File: config.mk
export PLATFORM = sky130hd
export DESIGN_NAME = trcq_ctrl
export DESIGN_NICKNAME = d
export VERILOG_FILES = /design/src/rtl/assert_macros.svh /design/src/rtl/trcq_pkg.sv /design/src/rtl/trcq_ctrl.sv
export SDC_FILE = /design/constraint.sdc
export NUM_CORES = 1
export LEC_CHECK = 0
export BUFFER_PORTS_ARGS = -buffer_cell sky130_fd_sc_hd__clkbuf_2
export CORE_AREA = 2 2 39 41
export CTS_BUF_LIST = sky130_fd_sc_hd__clkbuf_4
export CTS_CLUSTER_DIAMETER = 40
export CTS_CLUSTER_SIZE = 30
export DETAILED_ROUTE_END_ITERATION = 10
export DIE_AREA = 0 0 41 43
export GPL_ROUTABILITY_DRIVEN = 0
export HOLD_SLACK_MARGIN = 0.02
export PLACE_DENSITY = 0.84
export SYNTH_ARGS = -nofsm -noshare
export SYNTH_HDL_FRONTEND = slang
export SYNTH_SLANG_ARGS = --single-unit
File: constraint.sdc
create_clock -name clk -period 1.4 [get_ports clk]
set_input_delay 0.07 -clock clk [delete_from_list [all_inputs] [get_ports clk]]
set_output_delay 0.07 -clock clk [all_outputs]
set_load 0.05 [all_outputs]
File: src/rtl/assert_macros.svh
// ----------------------------------------------------------------------------
// Assertion macros
// Shared concurrent assertion helpers for the RTL.
// ----------------------------------------------------------------------------
`ifndef ASSERT_MACROS_SVH
`define ASSERT_MACROS_SVH

// General property on the rising edge, disabled while reset is asserted.
`define ASSERT_PROP(lbl, clk_sig, rst_n, prop) \
	lbl: assert property (@(posedge clk_sig) disable iff (!rst_n) (prop)) \
		else $error("%m: property failed");

// Same-cycle implication, disabled while reset is asserted.
`define ASSERT_IMPLY(lbl, clk_sig, rst_n, ante, cons) \
	lbl: assert property (@(posedge clk_sig) disable iff (!rst_n) (ante) |-> (cons)) \
		else $error("%m: implication failed");

`endif

File: src/rtl/trcq_pkg.sv
// ----------------------------------------------------------------------------
// trcq_pkg
// Types and constants shared by the tile collision query block.
// ----------------------------------------------------------------------------
`timescale 1ns / 1ps
`default_nettype none

package trcq_pkg;

	localparam int EDGE_W     = 24;
	localparam int MAP_REG_W  = 9;
	localparam int PX_W       = 8;
	localparam int COORD_W    = 8;
	localparam int CFG_IDX_W  = 2;
	localparam int CFG_DATA_W = 9;

	localparam logic CMD_WRITE = 1'b0;
	localparam logic CMD_QUERY = 1'b1;

	localparam logic [CFG_IDX_W-1:0] CFG_MAP_WIDTH   = 2'd0;
	localparam logic [CFG_IDX_W-1:0] CFG_MAP_HEIGHT  = 2'd1;
	localparam logic [CFG_IDX_W-1:0] CFG_TILE_WIDTH  = 2'd2;
	localparam logic [CFG_IDX_W-1:0] CFG_TILE_HEIGHT = 2'd3;

	typedef enum logic [3:0] {
		S_CLEAR,
		S_IDLE,
		S_DISPATCH,
		S_WR_READ,
		S_WR_WRITE,
		S_DIV_START,
		S_DIV_WAIT,
		S_CHECK,
		S_ROW_RD,
		S_COL,
		S_RESULT
	} ctrl_state_t;

	// Which span bound a division produces.
	typedef enum logic [1:0] {
		SPAN_X0,
		SPAN_Y0,
		SPAN_X1,
		SPAN_Y1
	} span_sel_t;

	typedef struct packed {
		logic      capture;
		logic      clr_step;
		logic      mem_rd_wr;
		logic      mem_wr_bit;
		logic      div_start;
		logic      div_store;
		span_sel_t div_sel;
		logic      scan_init;
		logic      mem_rd_scan;
		logic      next_col;
		logic      next_row;
		logic      set_res;
		logic      res_val;
		logic      load_out;
	} dp_cmd_t;

	typedef struct packed {
		logic clr_last;
		logic is_query;
		logic wr_in_map;
		logic div_busy;
		logic div_done;
		logic span_empty;
		logic span_off;
		logic bit_hit;
		logic x_last;
		logic y_last;
		logic out_free;
	} dp_sts_t;

endpackage

`default_nettype wire

File: src/rtl/trcq_ctrl.sv
// ----------------------------------------------------------------------------
// trcq_ctrl
// Controller: sequences map clearing, tile writes, divisions and the scan.
// ----------------------------------------------------------------------------
`timescale 1ns / 1ps
`default_nettype none

module trcq_ctrl (
	input  logic              clk,
	input  logic              arst_n,
	input  logic              in_valid,
	output logic              in_ready,
	input  trcq_pkg::dp_sts_t sts,
	output trcq_pkg::dp_cmd_t cmd
);
	import trcq_pkg::*;

	ctrl_state_t state_q;
	ctrl_state_t state_d;
	span_sel_t   sel_q;

	always_ff @(posedge clk or negedge arst_n) begin
		if (!arst_n) begin
			state_q <= S_CLEAR;
		end else begin
			state_q <= state_d;
		end
	end

	// Bounds are produced in the order left, top, right, bottom.
	always_ff @(posedge clk or negedge arst_n) begin
		if (!arst_n) begin
			sel_q <= SPAN_X0;
		end else if (state_q == S_DISPATCH) begin
			sel_q <= SPAN_X0;
		end else if (cmd.div_store && sel_q != SPAN_Y1) begin
			sel_q <= span_sel_t'(sel_q + 2'd1);
		end
	end

	always_comb begin
		state_d     = state_q;
		cmd         = '0;
		cmd.div_sel = sel_q;
		in_ready    = 1'b0;
		case (state_q)
			S_CLEAR: begin
				cmd.clr_step = 1'b1;
				if (sts.clr_last) begin
					state_d = S_IDLE;
				end
			end
			S_IDLE: begin
				in_ready = 1'b1;
				if (in_valid) begin
					cmd.capture = 1'b1;
					state_d     = S_DISPATCH;
				end
			end
			S_DISPATCH: begin
				if (sts.is_query) begin
					state_d = S_DIV_START;
				end else if (sts.wr_in_map) begin
					state_d = S_WR_READ;
				end else begin
					state_d = S_IDLE;
				end
			end
			S_WR_READ: begin
				cmd.mem_rd_wr = 1'b1;
				state_d       = S_WR_WRITE;
			end
			S_WR_WRITE: begin
				cmd.mem_wr_bit = 1'b1;
				state_d        = S_IDLE;
			end
			S_DIV_START: begin
				cmd.div_start = 1'b1;
				state_d       = S_DIV_WAIT;
			end
			S_DIV_WAIT: begin
				if (sts.div_done) begin
					cmd.div_store = 1'b1;
					state_d       = (sel_q == SPAN_Y1) ? S_CHECK : S_DIV_START;
				end
			end
			S_CHECK: begin
				if (sts.span_empty) begin
					cmd.set_res = 1'b1;
					cmd.res_val = 1'b0;
					state_d     = S_RESULT;
				end else if (sts.span_off) begin
					cmd.set_res = 1'b1;
					cmd.res_val = 1'b1;
					state_d     = S_RESULT;
				end else begin
					cmd.scan_init = 1'b1;
					state_d       = S_ROW_RD;
				end
			end
			S_ROW_RD: begin
				cmd.mem_rd_scan = 1'b1;
				state_d         = S_COL;
			end
			S_COL: begin
				if (sts.bit_hit) begin
					cmd.set_res = 1'b1;
					cmd.res_val = 1'b1;
					state_d     = S_RESULT;
				end else if (sts.x_last) begin
					if (sts.y_last) begin
						cmd.set_res = 1'b1;
						cmd.res_val = 1'b0;
						state_d     = S_RESULT;
					end else begin
						cmd.next_row = 1'b1;
						state_d      = S_ROW_RD;
					end
				end else begin
					cmd.next_col = 1'b1;
				end
			end
			S_RESULT: begin
				if (sts.out_free) begin
					cmd.load_out = 1'b1;
					state_d      = S_IDLE;
				end
			end
			default: begin
				state_d = S_IDLE;
			end
		endcase
	end

endmodule

`default_nettype wire

---- Word-level counts from Yosys, hierarchy flattened ----
Cells that the tools add are included.
word-level totals
  register bits ........................... 6
  latch bits .............................. 0
  memory bits (writable) .................. 0
  ROM bits ................................ 0
  bits of input ports ..................... 14
  output and inout port bits .............. 16
  memories ................................ 0
operators by class
  $add $sub $neg .......................... 1
  $mul .................................... 0
  div/mod/pow operators ................... 0
  $lt $le $gt $ge ......................... 0
  eq/ne operators ......................... 17
  shifts and indexed selects .............. 0
  multiplexer cells ....................... 40
  bitwise logic cells ..................... 0
  reduce and logical (&&, ||, !) cells .... 4
operators with widths
  cell                 count
  $pmux 4 s10          1
  $mux 4               8
  $mux 2               12
  $mux 1               17
  $eq 4x3->1 const B   4
  $eq 4x4->1 const B   3
  $ne 2x2->1 const B   5
  $eq 4x2->1 const B   2
  $reduce_and 5->1     1
  $eq 4x1->1 const B   1
  $logic_not 4->1      1
  $pmux 2 s2           1
  $mux 3               1
  $ne 3x3->1 const B   1
  $add 2x1->2 const B  1
  $eq 2x2->1 const B   1
  $reduce_bool 2->1    1
  $logic_and 1x1->1    1

---- Longest topological paths before layout ----
Gate-level depths: netlist (run 1).
  word-level depth ........................ 5
  depth in mapped cells ................... 5
  depth with buffers taken out ............ 4

---- Least setup slack after synthesis (run 1) ----
OpenSTA, ideal clock, no wires.
  path type ............................... reg2out
  from .................................... register state_q[0]
  to ...................................... output cmd[13] in the netlist's numbering
  data arrival time ....................... 2.153 ns
  required time ........................... 1.330 ns
  setup slack ............................. -0.823 ns
  cell stages (with the launch flop) ...... 3
  buffers on the path ..................... 1
  cells stage by stage .................... dfrtp_1 > buf_2 > nor4_1
RTL lines
  element                   RTL line         text
  start: declaration        trcq_ctrl.sv:18  ctrl_state_t state_q;
  start signal: assignment  trcq_ctrl.sv:26  state_q <= state_d;
  end: declaration          trcq_ctrl.sv:14  output trcq_pkg::dp_cmd_t cmd

---- Final worst setup path (run 1) ----
  from .................................... register state_q[3]
  to ...................................... register state_q[0]
on the way
  word-level cells in the longest chain between the ends .. 3
  elaborated cells between the ends (all ways) .. 17
  classes of those cells .................. 14 x eq/ne; 1 x mux; 2 x reduce/logical
ends and longest elaborated chain
  element                                                    RTL line         text
  $eq 4x4->1, or another cell as far along                   trcq_ctrl.sv:46  case (state_q)
  $ne 3x3->1 (no source line) or $ne 2x2->1 (tied branches)  --
  $reduce_and 5->1 (no source line)                          --
Several ways; a longest one is shown, not always the timed one.
A chain may end at the register's enable or synchronous reset.

==> run_results.csv, run 1 <==
group,metric,value,unit
routing,num_vias,756,
placement,dpl.hpwl,1200,µm
setup_path,path_buf_inv,2,
routing,wire_per_inst,17.2,µm
timing,worst_slew_pin_slew,306,ps
setup_path,arrival,1660,ps
yosys,synthXorXnorAreaFrac,1.56,%
setup_path,critPathLaunchType,"register",
floorplan,die-height,43,µm
yosys,synth-seq-area-share,26.7,%
min_path,hp-class,"input port to asynchronous set/reset pin",
run_status,failed_checks,"setup timing",
setup_path,path_depth,6,
cts,cts_root_buffer,"clkbuf_4",
routing,totalWireLength,2250,µm
placement,io_buffers,28,
yosys,netlist_area,563,µm²
timing,fmax,0.670,GHz
setup_path,slowest_stage,"dfrtp_2",
cts,htree_levels,1,
floorplan,fp-row-count,14,
cts,cts_buffers,3,
routing,drtPass1Iterations,4,
setup_path,worst_path_largest_cell_delay,430,ps
power,power,2.71,mW
setup_path,criticalPathCategory,"register to register",
power,leakage,0.587,nW
setup_path,rr_worst_depth,6,
layout,fin_nets,131,
routing,drt_iter0_markers,25,
layout,multi_input_area,529,µm²
cts,cts_tree,"yes",
yosys,synthCells,68,
floorplan,die_w,41,µm
timing,setup_viol,14,
setup_path,cp.required,1570,ps
yosys,synth_cell_type_count,32,
yosys,synth_edf_count,0,
setup_path,crit_chain,"buf_6 -> and4bb_1 -> buf_4 -> a22oi_2 -> a21boi_2 -> o21a_1",
power,peakVddDrop,1.45,mV
global_routing,grt_max_degree,11,
global_routing,antenna_found_initial,0,
setup_path,endpoint_kind,"register",
yosys,synth-warning-count,0,
yosys,synth_top_area_share,26.7,%
routing,drc_errors,0,
cts,cts_max_path_buffers,2,
yosys,ys.flop_type,"dfrtp_1",
yosys,synthTopCellsByArea,"dfrtp_1 (27%), and3_1 (6.7%), nor3_1 (5.3%)",
yosys,syn_avg_cell_area,8.28,µm²
global_routing,grt-ovfl-total,0,
timing,min_period,1490,ps
flow_run,drv_cap,0,
timing,max_slew_margin,79.5,%
yosys,synthAdderAreaFrac,2.22,%
layout,drive_gt1_share,70.4,%
yosys,synth_top_cell_by_area,"dfrtp_1",
layout,fill_cells,51,
timing,period_share,107,%
cts,clk_latency,250,ps
timing,skew,15.4,ps
cts,clk_pin_slew,60,ps
timing,slew_violations,0,
power,p_per_area,2290,mW/mm²
layout,synthToLayoutAreaGrowth,110,%
floorplan,dieArea,0.00176,mm²
timing,whs,170,ps
setup_path,critical-path-top-delay-family,"compound AO/OA/AOI/OAI gates",
yosys,synthSimpleGateAreaFrac,37.6,%
global_routing,grt_first_pass_wirelength,2680,µm
setup_path,worst-path-max-fanout,5,
run_status,status,"finished, violations left",
routing,route.antenna.remaining_nets,0,
global_routing,grt_pass1_vias,683,
floorplan,ios,30,
yosys,synth_compound_area_share,22.0,%
yosys,synth.ff_latch_count,6,
timing,setup_slack,-93.6,ps
floorplan,start_util,40.7,%
timing,rsz0062_at_grt,"yes",
timing,hold_viol,0,
yosys,synth_common_cells,"and3_1 (6), dfrtp_1 (6), nor2_1 (6), nor3_1 (6)",
yosys,synth_nets,83,
yosys,async_flop_share,100,%
cts,clock_sinks,6,
layout,seqCellArea,156,µm²
layout,n_antenna_cell,0,
yosys,synthMuxAreaShare,3.56,%
global_routing,grt_usage,22.0,%
floorplan,core-area,0.00138,mm²
yosys,synth_top_family_by_area,"simple AND/OR/NAND/NOR gates",
routing,avgViaCountPerCell,5.77,
[power breakdown]
group          switching, mW  internal [mW]
clock                 0.0630          0.127
combinational           1.15          0.972
sequential             0.149          0.256
[routing by layer]
layer / vias up / share of wire (%) / global-route usage (%)
met1: 352 / 40 / 23.9
met5: - / 0 / 0
met3: 8 / 6.6 / 1.57
met4: 0 / 2.7 / 6.00
li1: 351 / - / -
met2: 45 / 51 / 41.6
[through the flow]
step	cells	utilization (%)	setup slack (ps)	TNS, ps	instance area, µm²
after floorplan	68	-	-363	-974	611
after global placement	117	58.8	26.2	0	813
after detailed placement	117	58.8	5.12	0	813
after CTS	125	75.4	-57.6	-506	1040
after global routing	131	85.5	-149	-1630	1180
final	131	85.5	-93.6	-899	1180
[worst register-to-register path: stages (launching register included)]
cell and delay, ps:
dfrtp_2 430, buf_6 130, and4bb_1 210, buf_4 140, a22oi_2 210, a21boi_2 190, o21a_1 120
[layout by cell type, fill, tap and decap left out, types with 2 or more instances in the layout]
| cell type | count |
|---|---|
| nor2_4 | 2 |
| nand2b_4 | 2 |
| and3_4 | 2 |
| and3_1 | 4 |
| nor2b_2 | 2 |
| nand2_1 | 2 |
| o21ai_0 | 2 |
| o21ai_1 | 2 |
| clkbuf_4 | 4 |
| dfrtp_2 | 5 |
| nor2_1 | 3 |
| a21oi_1 | 3 |
| nor3_4 | 4 |
| buf_4 | 13 |
| mux2i_1 | 2 |
| buf_6 | 6 |
| buf_8 | 12 |
| clkbuf_2 | 14 |
[cells by family (layout without fill, tap and decap cells)]
family | Yosys count | count (layout)
flops | 6 | 6
compound gates | 18 | 18
simple gates | 34 | 34
xor+xnor | 1 | 1
buf+inv | 6 | 53
mux | 2 | 2
fa+ha+maj | 1 | 1
[what timing repair did]
item                       4_1_cts  5_1_grt
setup endpoints to repair       14       16
setup buffers                    3        6
gates resized for setup         40       35
pin swaps                        5        6
hold endpoints to repair         6        0
cloned                           0        0
hold buffers                     1        0
[path summary, 6_finish.rpt]
| check | from | end | slack [ps] |
|---|---|---|---|
| min | arst_n | sel_q[0] | 170 |
| max | state_q[3] | state_q[0] | -90 |
| min in group clk | sts[9] | state_q[2] | 170 |
| max in group asynchronous | arst_n | state_q[3] | 1050 |
| max reg2reg | state_q[3] | state_q[0] | -90 |
| min reg2reg | sel_q[1] | sel_q[1] | 600 |
[area by class of cell]
class,instances,share of cell area [%]
multi-input combinational,56,44.7
timing repair buffer,48,37.5
sequential,6,13.2
clock buffer,4,2.54
tap,16,1.69
inverter,1,0.317
[flip-flops by register name, summed over array words and instances, names as in the netlist]
signal and count:
sel_q 2, state_q 4
No activity file was read; power rests on OpenSTA's default activity.
==> run 2, diff against run 1 <==
--- a/config.mk
+++ b/config.mk
@@ -5,16 +5,16 @@
 export SDC_FILE = /design/constraint.sdc
 export NUM_CORES = 1
 export LEC_CHECK = 0
+export ABC_AREA = 1
 export BUFFER_PORTS_ARGS = -buffer_cell sky130_fd_sc_hd__clkbuf_2
-export CORE_AREA = 2 2 39 41
+export CORE_UTILIZATION = 46
 export CTS_BUF_LIST = sky130_fd_sc_hd__clkbuf_4
 export CTS_CLUSTER_DIAMETER = 40
 export CTS_CLUSTER_SIZE = 30
 export DETAILED_ROUTE_END_ITERATION = 10
-export DIE_AREA = 0 0 41 43
 export GPL_ROUTABILITY_DRIVEN = 0
 export HOLD_SLACK_MARGIN = 0.02
-export PLACE_DENSITY = 0.84
+export PLACE_DENSITY = 0.88
 export SYNTH_ARGS = -nofsm -noshare
 export SYNTH_HDL_FRONTEND = slang
 export SYNTH_SLANG_ARGS = --single-unit
==> run_results.csv, run 2 <==
group,metric,value,unit
run_status,status,"stopped before the end",
run_status,haltStage,"5_1_grt",
run_status,error_line,"[ERROR DPL-0038] Utilization greater than 100%, impossible to legalize",
yosys,synth_cell_type_count,18,
floorplan,die-height,38.2,µm
placement,dpl.hpwl,1330,µm
yosys,netlist_area,604,µm²
yosys,synthTopCellsByArea,"dfrtp_1 (25%), nand2_1 (16%), nor2_1 (13%)",
yosys,synthCells,103,
floorplan,fp-row-count,12,
yosys,synth_nets,118,
placement,place_ws,39.0,ps
cts,htree_levels,1,
floorplan,start_util,52.3,%
placement,dp.cells,147,
global_routing,grt_max_degree,8,
yosys,ys.flop_type,"dfrtp_1",
timing,worstEpCategory,"output port",
yosys,synth_top_area_share,24.8,%
yosys,synth_top_cell_by_area,"dfrtp_1",
cts,clock_sinks,6,
yosys,synth_edf_count,0,
yosys,syn_avg_cell_area,5.87,µm²
yosys,synth-seq-area-share,24.8,%
yosys,synth.ff_latch_count,6,
floorplan,ios,30,
placement,io_buffers,28,
yosys,synth_common_cells,"nand2_1 (25), nor2_1 (21), inv_1 (15), nand3_1 (8), dfrtp_1 (6)",
floorplan,die_w,38.2,µm
cts,cts_max_path_buffers,2,
cts,cts_root_buffer,"clkbuf_4",
cts,cts_buffers,3,
yosys,synth-warning-count,0,
yosys,async_flop_share,100,%
yosys,synth.most_common_cell,"nand2_1",
timing,crit_endpoint,"cmd[3]",
-- run 2: cell families after synthesis --
logic type                 share of synthesized area, %
DFF                                                24.8
and+or+nand+nor                                    54.7
AOI/OAI and AO/OA                                  5.38
adders and majority gates                          2.07
buffers and inverters                              13.0
-- run 2: per-stage QoR --
stage,instance area [µm²],TNS (ps)
2_1_floorplan,642,-518
3_3_place_gp,815,0
3_5_place_dp,815,0
4_1_cts,1000,-703
-- run 2: what timing repair did --
item	4_1_cts
endpoints found under the hold margin	6
setup buffers	2
setup endpoints to repair	13
resized for setup	35
pin swaps	3
hold buffers	1
==> run 3, diff against run 2 <==
==> config.mk (replaced) <==
export PLATFORM = sky130hd
export DESIGN_NAME = trcq_ctrl
export DESIGN_NICKNAME = d
export VERILOG_FILES = /design/src/rtl/assert_macros.svh /design/src/rtl/trcq_pkg.sv /design/src/rtl/trcq_ctrl.sv
export SDC_FILE = /design/constraint.sdc
export NUM_CORES = 1
export LEC_CHECK = 0
export ABC_AREA = 1
export BUFFER_PORTS_ARGS = -buffer_cell sky130_fd_sc_hd__clkbuf_2
export CORE_AREA = 2 2 63 65
export DETAILED_ROUTE_END_ITERATION = 10
export DIE_AREA = 0 0 65 67
export GPL_ROUTABILITY_DRIVEN = 0
export PLACE_DENSITY_LB_ADDON = 0.15
export SYNTH_ARGS = -nofsm -noshare
export SYNTH_HDL_FRONTEND = slang
export SYNTH_SLANG_ARGS = --single-unit
==> run_results.csv, run 3 <==
group,metric,value,unit
timing,fmax,0.695,GHz
floorplan,core-area,0.00361,mm²
timing,setup_slack,-38.0,ps
layout,layout.cells.most_common,"nand2_1",
floorplan,fp-row-count,22,
layout,fin_area,0.00109,mm²
routing,drt_iter0_markers,21,
timing,max_slew_margin,80.5,%
layout,n_antenna_cell,0,
floorplan,start_util,16.8,%
cts,htree_levels,1,
floorplan,dieArea,0.00436,mm²
power,leakage,0.574,nW
yosys,synth.most_common_cell,"nand2_1",
global_routing,grt_usage,8.60,%
global_routing,grt_pass1_vias,695,
yosys,netlist_area,604,µm²
yosys,synth_common_cells,"nand2_1 (25), nor2_1 (21), inv_1 (15), nand3_1 (8), dfrtp_1 (6)",
timing,rsz0062_at_grt,"yes",
routing,num_vias,733,
setup_path,arrival,1370,ps
yosys,synth.ff_latch_count,6,
routing,avgViaCountPerCell,3.90,
cts,cts_root_buffer,"clkbuf_8",
flow_run,drv_cap,0,
yosys,synth_top_cell_by_area,"dfrtp_1",
layout,largest_reg_flops,4,
power,power,2.25,mW
yosys,synthTopCellsByArea,"dfrtp_1 (25%), nand2_1 (16%), nor2_1 (13%)",
setup_path,cp_common_cell,"inv_2",
global_routing,grt_first_pass_wirelength,2940,µm
placement,place_area,872,µm²
yosys,synth_nets,118,
layout,synthToLayoutAreaGrowth,80.1,%
routing,route.antenna.remaining_nets,0,
cts,cts_tree,"yes",
setup_path,reg2reg_from,"state_q[3]",
yosys,synth_edf_count,0,
min_path,hp-start,"sts[9]",
layout,largest_registers,"state_q: 4 flops, sel_q: 2 flops",
yosys,syn_avg_cell_area,5.87,µm²
setup_path,rr_worst_depth,7,
timing,setup_viol,4,
min_path,hp-class,"input port to register",
floorplan,die_w,65,µm
setup_path,r2r_setup_slack,100,ps
cts,cts_max_path_buffers,2,
timing,min_period,1440,ps
yosys,synth-seq-area-share,24.8,%
setup_path,cp.required,1330,ps
global_routing,grt-ovfl-total,0,
floorplan,die-height,67,µm
run_status,failed_checks,"setup timing",
power,p_per_area,2070,mW/mm²
timing,hold_viol,0,
routing,totalWireLength,1790,µm
routing,drc_errors,0,
timing,whs,108,ps
min_path,hold_end,"state_q[2]",
yosys,synth_top_area_share,24.8,%
routing,wire_per_inst,9.50,µm
setup_path,criticalPathCategory,"register to output port",
layout,drive_gt1_share,52.9,%
setup_path,critical-path-top-delay-family,"flip-flops",
power,peakVddDrop,1.11,mV
routing,drtPass1Iterations,4,
yosys,synth_cell_type_count,18,
global_routing,antenna_found_initial,0,
floorplan,ios,30,
yosys,ys.flop_type,"dfrtp_1",
timing,skew,1.33,ps
cts,clock_sinks,6,
setup_path,worst-path-max-fanout,6,
setup_path,crit_chain,"inv_2 -> nand2_4 -> nor2_4 -> inv_2 -> o31ai_2 -> clkbuf_8",
setup_path,path_buf_inv,3,
run_status,status,"finished, violations left",
timing,worst_slew_pin_slew,292,ps
setup_path,rr_endpoint,"sel_q[0]",
setup_path,slowest_stage,"dfrtp_2",
timing,setup_tns,-63.8,ps
cts,cts_buffers,3,
min_path,hold_depth,3,
layout,fin_nets,157,
layout,top_register,"state_q",
cts,clk_pin_slew,40,ps
timing,period_share,103,%
placement,io_buffers,28,
cts,clk_latency,220,ps
yosys,synth-warning-count,0,
global_routing,grt_max_degree,8,
setup_path,endpoint_kind,"output port",
layout,final_cell_mix,"nand2_1 (24), clkbuf_2 (14), inv_1 (12), nor2_2 (11), nor2_1 (10)",
timing,slew_violations,0,
placement,dpl.hpwl,1530,µm
setup_path,worst_path_largest_cell_delay,440,ps
setup_path,critPathLaunchType,"register",
yosys,synthCells,103,
yosys,async_flop_share,100,%
[run 3: power by group]
part / internal, mW / switching [mW]
registers: 0.265 / 0.134
clock network: 0.184 / 0.0661
logic: 0.538 / 1.06
total: 0.987 / 1.26
[run 3: worst reg2reg max path, delay by kind of cell (launching register included)]
family	cells	cell delay [ps]
and+or+nand+nor	4	450
DFF	1	440
buffers and inverters	2	240
AOI/OAI and AO/OA	1	60
[run 3: logic make-up (layout without fill, tap and decap cells)]
| kind of cell | Yosys count | in the layout | synth area share, % |
|---|---|---|---|
| buffers and inverters | 21 | 58 | 13.0 |
| and+or+nand+nor | 69 | 69 | 54.7 |
| DFF | 6 | 6 | 24.8 |
| AOI/OAI and AO/OA | 6 | 6 | 5.38 |
| adders and majority gates | 1 | 1 | 2.07 |
[run 3: metal layers]
layer / vias to the layer above / global-route usage, % / routed length [µm]
met4: 0 / 2.39 / 0
met5: - / 0 / 0
met3: 0 / 1.69 / 104
li1: 390 / - / -
met2: 22 / 15.1 / 872
met1: 321 / 10.6 / 810
[run 3: how the worst max path moves through the flow]
stage	from	to	depth (start not counted)
final	state_q[3]	cmd[1]	6
after global routing	state_q[2]	cmd[1]	6
after CTS	state_q[3]	cmd[1]	6
after detailed placement	state_q[3]	cmd[14]	4
after global placement	state_q[0]	cmd[1]	5
after floorplan	state_q[0]	sel_q[0]	6
[run 3: stage by stage]
stage | instances | setup WS [ps] | utilization [%]
3_3_place_gp | 183 | 48.3 | 24.2
2_1_floorplan | 103 | -158 | -
4_1_cts | 187 | -73.5 | 28.4
6_report | 188 | -38.0 | 30.2
3_5_place_dp | 183 | 49.1 | 24.2
5_1_grt | 188 | -110 | 30.2
[run 3: area by class of cell]
| class | instances | area (µm²) |
|---|---|---|
| Tap cell | 48 | 60.1 |
| Sequential cell | 6 | 155 |
| Fill cell | 404 | 2520 |
| Clock buffer | 3 | 41.3 |
| Inverter | 21 | 78.8 |
| Timing Repair Buffer | 34 | 302 |
| Multi-Input combinational cell | 76 | 452 |
[run 3: timing repair]
action	in CTS	in global routing
hold endpoints to repair	6	0
hold buffers	1	0
pin swaps	2	1
setup endpoints to repair	14	16
setup buffers	0	1
resized for setup	30	20
